==> src/rtl/vrp_pkg.sv <==
// ----------------------------------------------------------------------------
// vrp_pkg
// Shared widths, register map, configuration bundle and pipeline payload
// types for the vertex rotate and project unit.
// ----------------------------------------------------------------------------
package vrp_pkg;

    // field widths
    localparam int IN_W      = 15;   // model coordinates, Q.6
    localparam int COEF_W    = 16;   // cos/sin, Q1.14
    localparam int COEF_FRAC = 14;
    localparam int FRAC_W    = 6;    // Q.6 fraction bits
    localparam int DEPTH_W   = 16;
    localparam int YOFF_W    = 10;
    localparam int OUT_W     = 16;   // screen coordinates
    localparam int RZ_W      = 15;   // reported depth

    // internal widths
    localparam int PROD_W    = 36;   // product sums ahead of rounding
    localparam int RC_W      = 21;   // rotated coordinate before saturation
    localparam int DEN_W     = 24;   // signed perspective divisor
    localparam int REM_W     = 23;   // divisor magnitude / remainder
    localparam int QUO_W     = 17;   // quotient magnitude kept
    localparam int DIV_STEPS = QUO_W;
    localparam int SUM_W     = OUT_W + 3;

    // APB map
    localparam int ADDR_W    = 5;
    localparam int DATA_W    = 32;

    localparam logic signed [YOFF_W-1:0] X_OFFSET = 10'sd26;
    localparam logic signed [OUT_W-1:0]  OUT_MAX  = 16'sh7FFF;
    localparam logic signed [OUT_W-1:0]  OUT_MIN  = 16'sh8000;

    typedef enum logic [2:0] {
        REG_COS_X = 3'd0,
        REG_SIN_X = 3'd1,
        REG_COS_Y = 3'd2,
        REG_SIN_Y = 3'd3,
        REG_COS_Z = 3'd4,
        REG_SIN_Z = 3'd5,
        REG_DEPTH = 3'd6,
        REG_Y_OFF = 3'd7
    } t_reg_idx;

    typedef struct packed {
        logic signed [COEF_W-1:0]  cos_x;
        logic signed [COEF_W-1:0]  sin_x;
        logic signed [COEF_W-1:0]  cos_y;
        logic signed [COEF_W-1:0]  sin_y;
        logic signed [COEF_W-1:0]  cos_z;
        logic signed [COEF_W-1:0]  sin_z;
        logic        [DEPTH_W-1:0] depth;
        logic signed [YOFF_W-1:0]  y_off;
    } t_cfg;

    localparam t_cfg CFG_RESET = '{
        cos_x: 16'sd16384, sin_x: 16'sd0,
        cos_y: 16'sd16384, sin_y: 16'sd0,
        cos_z: 16'sd16384, sin_z: 16'sd0,
        depth: 16'd3000,   y_off: 10'sd20
    };

    // rotated vertex handed to the projection
    typedef struct packed {
        logic signed [RC_W-1:0] rx;
        logic signed [RC_W-1:0] ry;
        logic signed [RZ_W-1:0] rz;
    } t_rot_res;

    // one restoring-divider lane
    typedef struct packed {
        logic [REM_W-1:0] rem;   // partial remainder
        logic [QUO_W-1:0] num;   // numerator bits not yet shifted in
        logic [QUO_W-1:0] quo;   // quotient bits so far
        logic             sgn;   // numerator negative
        logic             ovf;   // quotient magnitude does not fit QUO_W
    } t_div_lane;

    typedef struct packed {
        t_div_lane              lx;
        t_div_lane              ly;
        logic [REM_W-1:0]       dmag;
        logic                   zero;
        logic                   den_neg;
        logic signed [RZ_W-1:0] rz;
    } t_div_work;

endpackage

==> src/rtl/vrp_div_array.sv <==
// ----------------------------------------------------------------------------
// vrp_div_array
// Pipelined restoring divider, one quotient bit per stage, two numerator
// lanes sharing one divisor magnitude.
// ----------------------------------------------------------------------------
module vrp_div_array
    import vrp_pkg::*;
(
    input  logic      i_clk,
    input  logic      i_rst_n,
    input  logic      i_valid,
    output logic      o_stall,
    input  t_div_work i_work,
    output logic      o_valid,
    input  logic      i_stall,
    output t_div_work o_work
);

    function automatic t_div_lane lane_step(input t_div_lane l,
                                            input logic [REM_W-1:0] d);
        logic [REM_W:0] sh;
        logic           ge;
        t_div_lane      r;
        r  = l;
        sh = {l.rem, l.num[QUO_W-1]};
        ge = (sh >= {1'b0, d});
        r.rem = ge ? REM_W'(sh - {1'b0, d}) : sh[REM_W-1:0];
        r.num = {l.num[QUO_W-2:0], 1'b0};
        r.quo = {l.quo[QUO_W-2:0], ge};
        return r;
    endfunction

    function automatic t_div_work work_step(input t_div_work w);
        t_div_work r;
        r    = w;
        r.lx = lane_step(w.lx, w.dmag);
        r.ly = lane_step(w.ly, w.dmag);
        return r;
    endfunction

    logic      vld_chain  [DIV_STEPS+1];
    t_div_work work_chain [DIV_STEPS+1];
    logic      stall_chain[DIV_STEPS+1];

    assign vld_chain[0]          = i_valid;
    assign work_chain[0]         = i_work;
    assign stall_chain[DIV_STEPS] = i_stall;

    for (genvar k = 0; k < DIV_STEPS; k++) begin : g_stage
        logic      r_vld;
        t_div_work r_work;

        assign stall_chain[k] = r_vld & stall_chain[k+1];

        always_ff @(posedge i_clk) begin
            if (!i_rst_n) begin
                r_vld <= 1'b0;
            end else if (!stall_chain[k]) begin
                r_vld <= vld_chain[k];
            end
        end

        always_ff @(posedge i_clk) begin
            if (!stall_chain[k]) begin
                r_work <= work_step(work_chain[k]);
            end
        end

        assign vld_chain[k+1]  = r_vld;
        assign work_chain[k+1] = r_work;
    end

    assign o_stall = stall_chain[0];
    assign o_valid = vld_chain[DIV_STEPS];
    assign o_work  = work_chain[DIV_STEPS];

endmodule

==> src/rtl/vrp_project.sv <==
// ----------------------------------------------------------------------------
// vrp_project
// Perspective projection: divisor setup stage, divider array, then sign,
// screen offset and saturation into the output register.
// ----------------------------------------------------------------------------
module vrp_project
    import vrp_pkg::*;
(
    input  logic                    i_clk,
    input  logic                    i_rst_n,
    input  t_cfg                    i_cfg,
    input  logic                    i_valid,
    output logic                    o_stall,
    input  t_rot_res                i_res,
    output logic                    o_valid,
    input  logic                    i_stall,
    output logic signed [OUT_W-1:0] o_screen_x,
    output logic signed [OUT_W-1:0] o_screen_y,
    output logic signed [RZ_W-1:0]  o_rotated_z,
    output logic                    o_divide_fault
);

    localparam int PRE_SH = QUO_W - COEF_FRAC;   // numerator bits after the top ones
    localparam int OVF_W  = REM_W + PRE_SH;

    function automatic t_div_lane prep_lane(input logic signed [RC_W-1:0] v,
                                            input logic [REM_W-1:0] dmag);
        logic [RC_W-1:0] mag;
        t_div_lane       l;
        mag   = v[RC_W-1] ? RC_W'(-v) : RC_W'(v);
        l.rem = REM_W'(mag[RC_W-1:PRE_SH]);
        l.num = {mag[PRE_SH-1:0], {COEF_FRAC{1'b0}}};
        l.quo = '0;
        l.sgn = v[RC_W-1];
        // quotient >= 2^QUO_W exactly when |v| >= 2^PRE_SH * |D|
        l.ovf = (OVF_W'(mag) >= {dmag, {PRE_SH{1'b0}}});
        return l;
    endfunction

    function automatic logic signed [OUT_W-1:0] finish_lane(
        input t_div_lane l, input logic den_neg, input logic zero,
        input logic signed [YOFF_W-1:0] off);
        logic        [QUO_W-1:0] qmag;
        logic signed [QUO_W:0]   q;
        logic signed [SUM_W-1:0] sum;
        logic signed [OUT_W-1:0] res;
        qmag = l.ovf ? '1 : l.quo;
        q    = (l.sgn ^ den_neg) ? -$signed({1'b0, qmag}) : $signed({1'b0, qmag});
        sum  = SUM_W'(q) + SUM_W'($signed({off, {FRAC_W{1'b0}}}));
        if (zero) begin
            res = l.sgn ? OUT_MIN : OUT_MAX;
        end else if (sum > SUM_W'(OUT_MAX)) begin
            res = OUT_MAX;
        end else if (sum < SUM_W'(OUT_MIN)) begin
            res = OUT_MIN;
        end else begin
            res = sum[OUT_W-1:0];
        end
        return res;
    endfunction

    logic                    r_p_vld, p_stall, div_stall, div_vld, out_stall;
    t_div_work               r_p_work, n_p_work, div_work;
    logic signed [DEN_W-1:0] n_d;

    logic                    r_o_vld;
    logic signed [OUT_W-1:0] r_sx, r_sy;
    logic signed [RZ_W-1:0]  r_rz;
    logic                    r_fault;

    assign out_stall = r_o_vld & i_stall;
    assign p_stall   = r_p_vld & div_stall;
    assign o_stall   = p_stall;

    // divisor 2*rz - depth*64, magnitude and sign for the divider
    always_comb begin
        n_d = ($signed(DEN_W'(i_res.rz)) <<< 1)
            - $signed(DEN_W'({i_cfg.depth, {FRAC_W{1'b0}}}));
        n_p_work.dmag    = n_d[DEN_W-1] ? REM_W'(-n_d) : REM_W'(n_d);
        n_p_work.zero    = (n_d == '0);
        n_p_work.den_neg = n_d[DEN_W-1];
        n_p_work.rz      = i_res.rz;
        n_p_work.lx      = prep_lane(i_res.rx, n_p_work.dmag);
        n_p_work.ly      = prep_lane(i_res.ry, n_p_work.dmag);
    end

    always_ff @(posedge i_clk) begin
        if (!i_rst_n) begin
            r_p_vld <= 1'b0;
            r_o_vld <= 1'b0;
        end else begin
            if (!p_stall)   r_p_vld <= i_valid;
            if (!out_stall) r_o_vld <= div_vld;
        end
    end

    always_ff @(posedge i_clk) begin
        if (!p_stall) begin
            r_p_work <= n_p_work;
        end
        if (!out_stall) begin
            r_sx    <= finish_lane(div_work.lx, div_work.den_neg, div_work.zero, X_OFFSET);
            r_sy    <= finish_lane(div_work.ly, div_work.den_neg, div_work.zero,
                                   i_cfg.y_off);
            r_rz    <= div_work.rz;
            r_fault <= div_work.zero;
        end
    end

    vrp_div_array u_div (
        .i_clk   (i_clk),
        .i_rst_n (i_rst_n),
        .i_valid (r_p_vld),
        .o_stall (div_stall),
        .i_work  (r_p_work),
        .o_valid (div_vld),
        .i_stall (out_stall),
        .o_work  (div_work)
    );

    assign o_valid        = r_o_vld;
    assign o_screen_x     = r_sx;
    assign o_screen_y     = r_sy;
    assign o_rotated_z    = r_rz;
    assign o_divide_fault = r_fault;

endmodule

==> config.mk <==
export PLATFORM = sky130hd
export DESIGN_NAME = vrp_project
export DESIGN_NICKNAME = d
export VERILOG_FILES = /design/src/rtl/vrp_pkg.sv /design/src/rtl/vrp_div_array.sv /design/src/rtl/vrp_project.sv
export SDC_FILE = /design/constraint.sdc
export NUM_CORES = 2
export LEC_CHECK = 0
export ABC_CLOCK_PERIOD_IN_PS = 16300
export BUFFER_PORTS_ARGS = -buffer_cell sky130_fd_sc_hd__buf_2
export CAP_MARGIN = 30
export CORE_UTILIZATION = 59
export CTS_BUF_LIST = sky130_fd_sc_hd__clkbuf_4 sky130_fd_sc_hd__clkbuf_8
export DETAILED_ROUTE_END_ITERATION = 6
export HOLD_SLACK_MARGIN = 0.05
export PLACE_DENSITY = 0.82
export SKIP_CTS_REPAIR_TIMING = 1
export SYNTH_ARGS = -nofsm -noshare
export SYNTH_HDL_FRONTEND = slang
export SYNTH_SLANG_ARGS = --single-unit
==> constraint.sdc <==
create_clock -name i_clk -period 16.3 [get_ports i_clk]
set_clock_uncertainty 0.15 [all_clocks]
set_input_delay 3.26 -clock i_clk [delete_from_list [all_inputs] [get_ports i_clk]]
set_output_delay 3.26 -clock i_clk [all_outputs]
set_load 0.02 [all_outputs]
---- Word level (Yosys, flattened, before mapping) ----
Cells that the tools add are included.
operators by class
  order comparisons ....................... 40
  add/sub/neg operators ................... 40
  bitwise gates (word level) .............. 21
  mux-type cells .......................... 47
  reduce and logical (&&, ||, !) cells .... 1
operators with widths
  operator                                                                           number
  24-bit by 23-bit greater-or-equal comparator with 1-bit output                     32
  23-bit two-way mux                                                                 31
  23-bit subtractor                                                                  30
  16-bit two-way mux                                                                 8
  21-bit by 26-bit greater-or-equal comparator with 1-bit output                     2
  19-bit by 23-bit greater-or-equal comparator with 1-bit output                     2
  19-bit by 23-bit subtractor with 23-bit output                                     2
  21-bit two-way mux                                                                 2
  21-bit negation                                                                    2
  19-bit by 16-bit greater-than comparator with 1-bit output, second input constant  2
  19-bit by 16-bit less-than comparator with 1-bit output, second input constant     2
  19-bit two-way mux                                                                 2
  18-bit two-way mux                                                                 2
  17-bit negation with 18-bit output                                                 2
  17-bit two-way mux                                                                 2
  24-bit zero test                                                                   1
  16-bit by 23-bit subtractor with 24-bit output                                     1
  23-bit negation                                                                    1
  18-bit by 12-bit adder with 19-bit output, second input constant                   1
  18-bit by 16-bit adder with 19-bit output                                          1
  1-bit AND                                                                          19
  1-bit bitwise XOR                                                                  2
word-level totals
  bits in registers ....................... 1926
  output and inout bits ................... 50
  input port bits ......................... 183
  word-level logic and storage cells ...... 417

---- Longest topological paths before layout ----
  word-level depth ........................ 19
  gate-level depth with buffers ........... 25
  mapped depth without buffers ............ 23

---- Cells and area by module ----
A second synthesis with hierarchy kept.
unflattened totals
  cell total of the unflattened synthesis .. 9865
  area, all modules ....................... 119788.6 um^2
by module, submodules not included
  module         cells an instance  times used  sequential area each (um^2)  area each (um^2)
  vrp_div_array  8900               1           63641.0                      110159.4
  vrp_project    965                1           4003.8                       9629.2

---- Worst setup path before layout ----
Ideal clock, no wire load.
  path type ............................... input -> output
  start ................................... input i_stall
  end ..................................... output o_stall
  stages .................................. 10
  buffers on the path ..................... 0
  slack ................................... 2.403 ns
  required time ........................... 12.890 ns
  arrival time ............................ 10.487 ns
  cell sequence ........................... and3_1 > inv_1 > nor2_1 > and2_1 > inv_1 > nor3_1 > and2_1 > and3_1 > nand3_1 > inv_1
between the ends
  word-level cells in the longest chain between the ends .. 19
RTL lines
  what                      RTL line             source
  start: declaration        vrp_project.sv:16    input logic i_stall,
  1-bit AND                 vrp_project.sv:71    assign out_stall = r_o_vld & i_stall;
  1-bit AND (17 in series)  vrp_div_array.sv:53  assign stall_chain[k] = r_vld & stall_chain[k+1];
  1-bit AND                 vrp_project.sv:72    assign p_stall = r_p_vld & div_stall;
  end: declaration          vrp_project.sv:13    output logic o_stall,
Every way passes these cells.

---- Final worst setup path ----
Ends and elaborated chain as after synthesis.

==> flow_summary.toml <==
[status]
outcome = "finished, violations left"
violations = "design-rule violations"

[power]
power.density_nw_per_um2 = 236
leakage_nw = 46.8
peakVddDrop_uv = 228

[critical_path]
r2r_start = "u_div.o_work[40]"
cpMaxStageDelayCell = "nor3_1"
rr_worst_depth = 17
path_max_fanout = 56
critPathKind = "input pin to output port"
r2r_slack_ns = 10.79
critical-path-max-stage-delay_ns = 0.58
worst-path-buf-inv = 6
crit_chain = "buf_2 -> and3_1 -> inv_2 -> buf_4 -> nor2_1 -> and2_1 -> inv_4 -> nor3_1 -> and2_1 -> and3_1 -> nand3_4 -> inv_1 -> buf_2"
required_ns = 12.89
startpoint_type = "input pin"
cp_top_family = "simple AND/OR/NAND/NOR gates"
critPathCaptureType = "output port"
worst_ep_arrival_time_ns = 6.97
worstReg2RegEnd = "o_screen_y[2]"

[die]
die_w_um = 422
io_pins = 233
die_y_um = 422
initial_core_util = 0.596
rows = 153
core_area_um2 = 174000
dieArea_um2 = 178000

[cts]
htreeDepth = 5
clk_pin_slew_worst_paths_ns = 0.06
insertion_delay_ns = 1.06
cts-root-buf = "clkbuf_8"
cts_buffers = 320
cts_tree = "yes"
cts_sinks = 1866
clockBufferDepth = 4

[route]
drtAntennaViolNets = 0
routedWlPerCell_um = 20.4
drtIter0Drc = 6127
vias = 70579
routed_wl_um = 241000
drc_errors = 8
dr.pass1.iters = 7
via_per_inst = 5.98

[placement]
dpl.hpwl_um = 182000
dp.cells = 11257
place.gp.congestion = 0.956
portBuffers = 136

[sta]
fmax_mhz = 96.3
worst_pin_slew_ns = 1.07
tns_ns = 0
finalCritPeriodShare = 0.637
setup_violations = 0
hold_viol = 0
rsz0062_at_grt = "false"
maxSlewViolCount = 0
period_needed_ns = 10.38
max-slew-margin-rel = 0.289

[layout]
layout.nets = 10283
drive_above_1_share = 0.123
fillers = 12850
area_growth_syn_to_layout_pct = 9.46
multiInputGateArea_um2 = 45400
regArea_um2 = 55800
final_cells = 11801

[synth]
synthCells = 8884
syn-cell-area_um2 = 104000
synthFlopType = "edfxtp_1"
yosysSeqAreaShare = 0.537
ys_warn_count = 0
synthArstFlopShare = 0
synth-seq-cells = 1866
synth.avg_cell_area_um2 = 11.7
synth.distinct_cells = 91
synth_edf_count = 1847

[worst_hold_path]
hp-start = "u_div.g_stage[0].r_work[42]"
hold_end = "u_div.g_stage[1].r_work[43]"
hold_depth = 0
hold_path_class = "register to register"

[grt]
antenna_found_initial = 8
grt_pass1_wl_um = 375000
grt_usage = 0.266
grt-ovfl-total = 0
grt_max_degree = 104
grt_pass1_vias = 69026

[flow_run]
drv_cap = 0
-- per-stage QoR --
step | worst slack (ns) | hold WS [ns] | util | area, µm² | power (mW)
2_1_floorplan | 2.40 | 0.250 | - | 104000 | 18.7
3_3_place_gp | 6.07 | 0.250 | 0.617 | 108000 | 22.0
3_5_place_dp | 5.81 | 0.255 | 0.617 | 108000 | 22.5
4_1_cts | 5.79 | 0.236 | 0.652 | 114000 | 26.8
5_1_grt | 5.61 | 0.227 | 0.652 | 114000 | 28.6
6_report | 5.92 | 0.241 | 0.652 | 114000 | 26.9
-- worst max-delay path by stage --
stage                  from  endpoint  slack, ns  depth (start not counted)
global route        i_stall   o_stall       5.61                         13
CTS                 i_stall   o_stall       5.79                         13
global placement    i_stall   o_stall       6.07                         13
finish              i_stall   o_stall       5.92                         13
floorplan           i_stall   o_stall       2.40                         10
detailed placement  i_stall   o_stall       5.81                         13
-- layout by cell type (no fill, tap or decap), types with 67 or more instances in the layout --
master    count
clkbuf_8    322
a21oi_1     604
o21ai_0     573
mux2_2      349
nand3_1     133
a211oi_1     85
clkinv_1     67
a21o_1      241
nor2_1      571
nand4_1      74
nor3_1      171
clkbuf_4     91
xnor2_1     417
buf_2       138
nand2b_1    130
inv_1       616
nand2_1     601
xor2_1      245
nor2b_1     119
o21a_1      171
edfxtp_1   1847
ha_1        817
-- cells by family (layout without fill, tap and decap cells) --
| group | count (synthesis) | count (layout) | share of synthesized area |
|---|---|---|---|
| AOI/OAI and AO/OA | 2207 | 2207 | 0.134 |
| DFF | 1866 | 1866 | 0.537 |
| muxes | 399 | 399 | 0.0429 |
| adders and majority gates | 843 | 843 | 0.103 |
| xor gates and xnor gates | 665 | 665 | 0.0563 |
| buffers and inverters | 771 | 1358 | 0.0286 |
| and+or+nand+nor | 2132 | 2132 | 0.0974 |
| other | 1 | 6 | 0.0000361 |
-- registers in the layout (all words and copies together), names as in the netlist --
signal                cells
u_div.g_stage.r_work   1660
o_rotated_z              15
o_divide_fault            1
u_div.o_valid             1
o_valid                   1
r_p_work                 84
u_div.o_work             55
o_screen_x               16
o_screen_y               16
u_div.g_stage.r_vld      16
r_p_vld                   1
-- worst reg2reg max path, cell delays in order, from the launching register on --
cell,delay [ns]
edfxtp_1,0.74
nor2_1,0.30
ha_1,0.21
nor3b_1,0.36
and3b_1,0.30
a21oi_1,0.09
o32a_1,0.30
ha_1,0.32
a21o_1,0.20
a21oi_1,0.24
o21ai_0,0.15
a41o_1,0.29
o41ai_1,0.31
xor2_1,0.28
a31oi_1,0.24
a21boi_0,0.32
buf_2,0.27
o21ai_0,0.14
-- report_power, final --
| part | switching, mW | total (mW) | internal (mW) | leakage [nW] |
|---|---|---|---|---|
| clock | 1.85 | 4.11 | 2.26 | 3.16 |
| combinational | 7.94 | 13.9 | 6.00 | 23.9 |
| sequential | 1.06 | 8.84 | 7.78 | 19.8 |
-- cell usage after synthesis, types with 50 or more instances --
master	number	share of area
a31oi_1	67	0.0040
a21oi_1	604	0.029
nand2b_1	130	0.0078
xor2_1	245	0.021
a21o_1	241	0.017
or2_2	57	0.0034
a21boi_0	50	0.0036
nor2b_1	119	0.0072
nor3_1	177	0.0085
o21a_1	171	0.012
clkbuf_1	108	0.0039
and2_1	51	0.0031
mux2_2	349	0.038
ha_1	817	0.098
inv_1	623	0.023
o21ai_0	580	0.028
xnor2_1	417	0.035
nand2_1	608	0.022
nand3_1	137	0.0066
nor2_1	571	0.021
nand4_1	74	0.0045
a211oi_1	85	0.0061
and3_1	63	0.0038
edfxtp_1	1847	0.53
-- per-layer routing --
layer,vias up,global-route usage,share of wire
met4,6,0.107,0.038
met2,2319,0.452,0.49
met1,33853,0.341,0.42
met3,577,0.0399,0.056
met5,-,0,0.00017
li1,33824,-,-
-- final cells by class --
cell class / count / area share
Timing Repair Buffer: 196 / 0.0107
Inverter: 623 / 0.0207
Tap cell: 2325 / 0.0256
Clock buffer: 413 / 0.0450
Clock inverter: 126 / 0.00832
Antenna cell: 2 / 0.0000440
Sequential cell: 1866 / 0.491
Multi-Input combinational cell: 6250 / 0.399
Power figures use the tool's default switching activity.
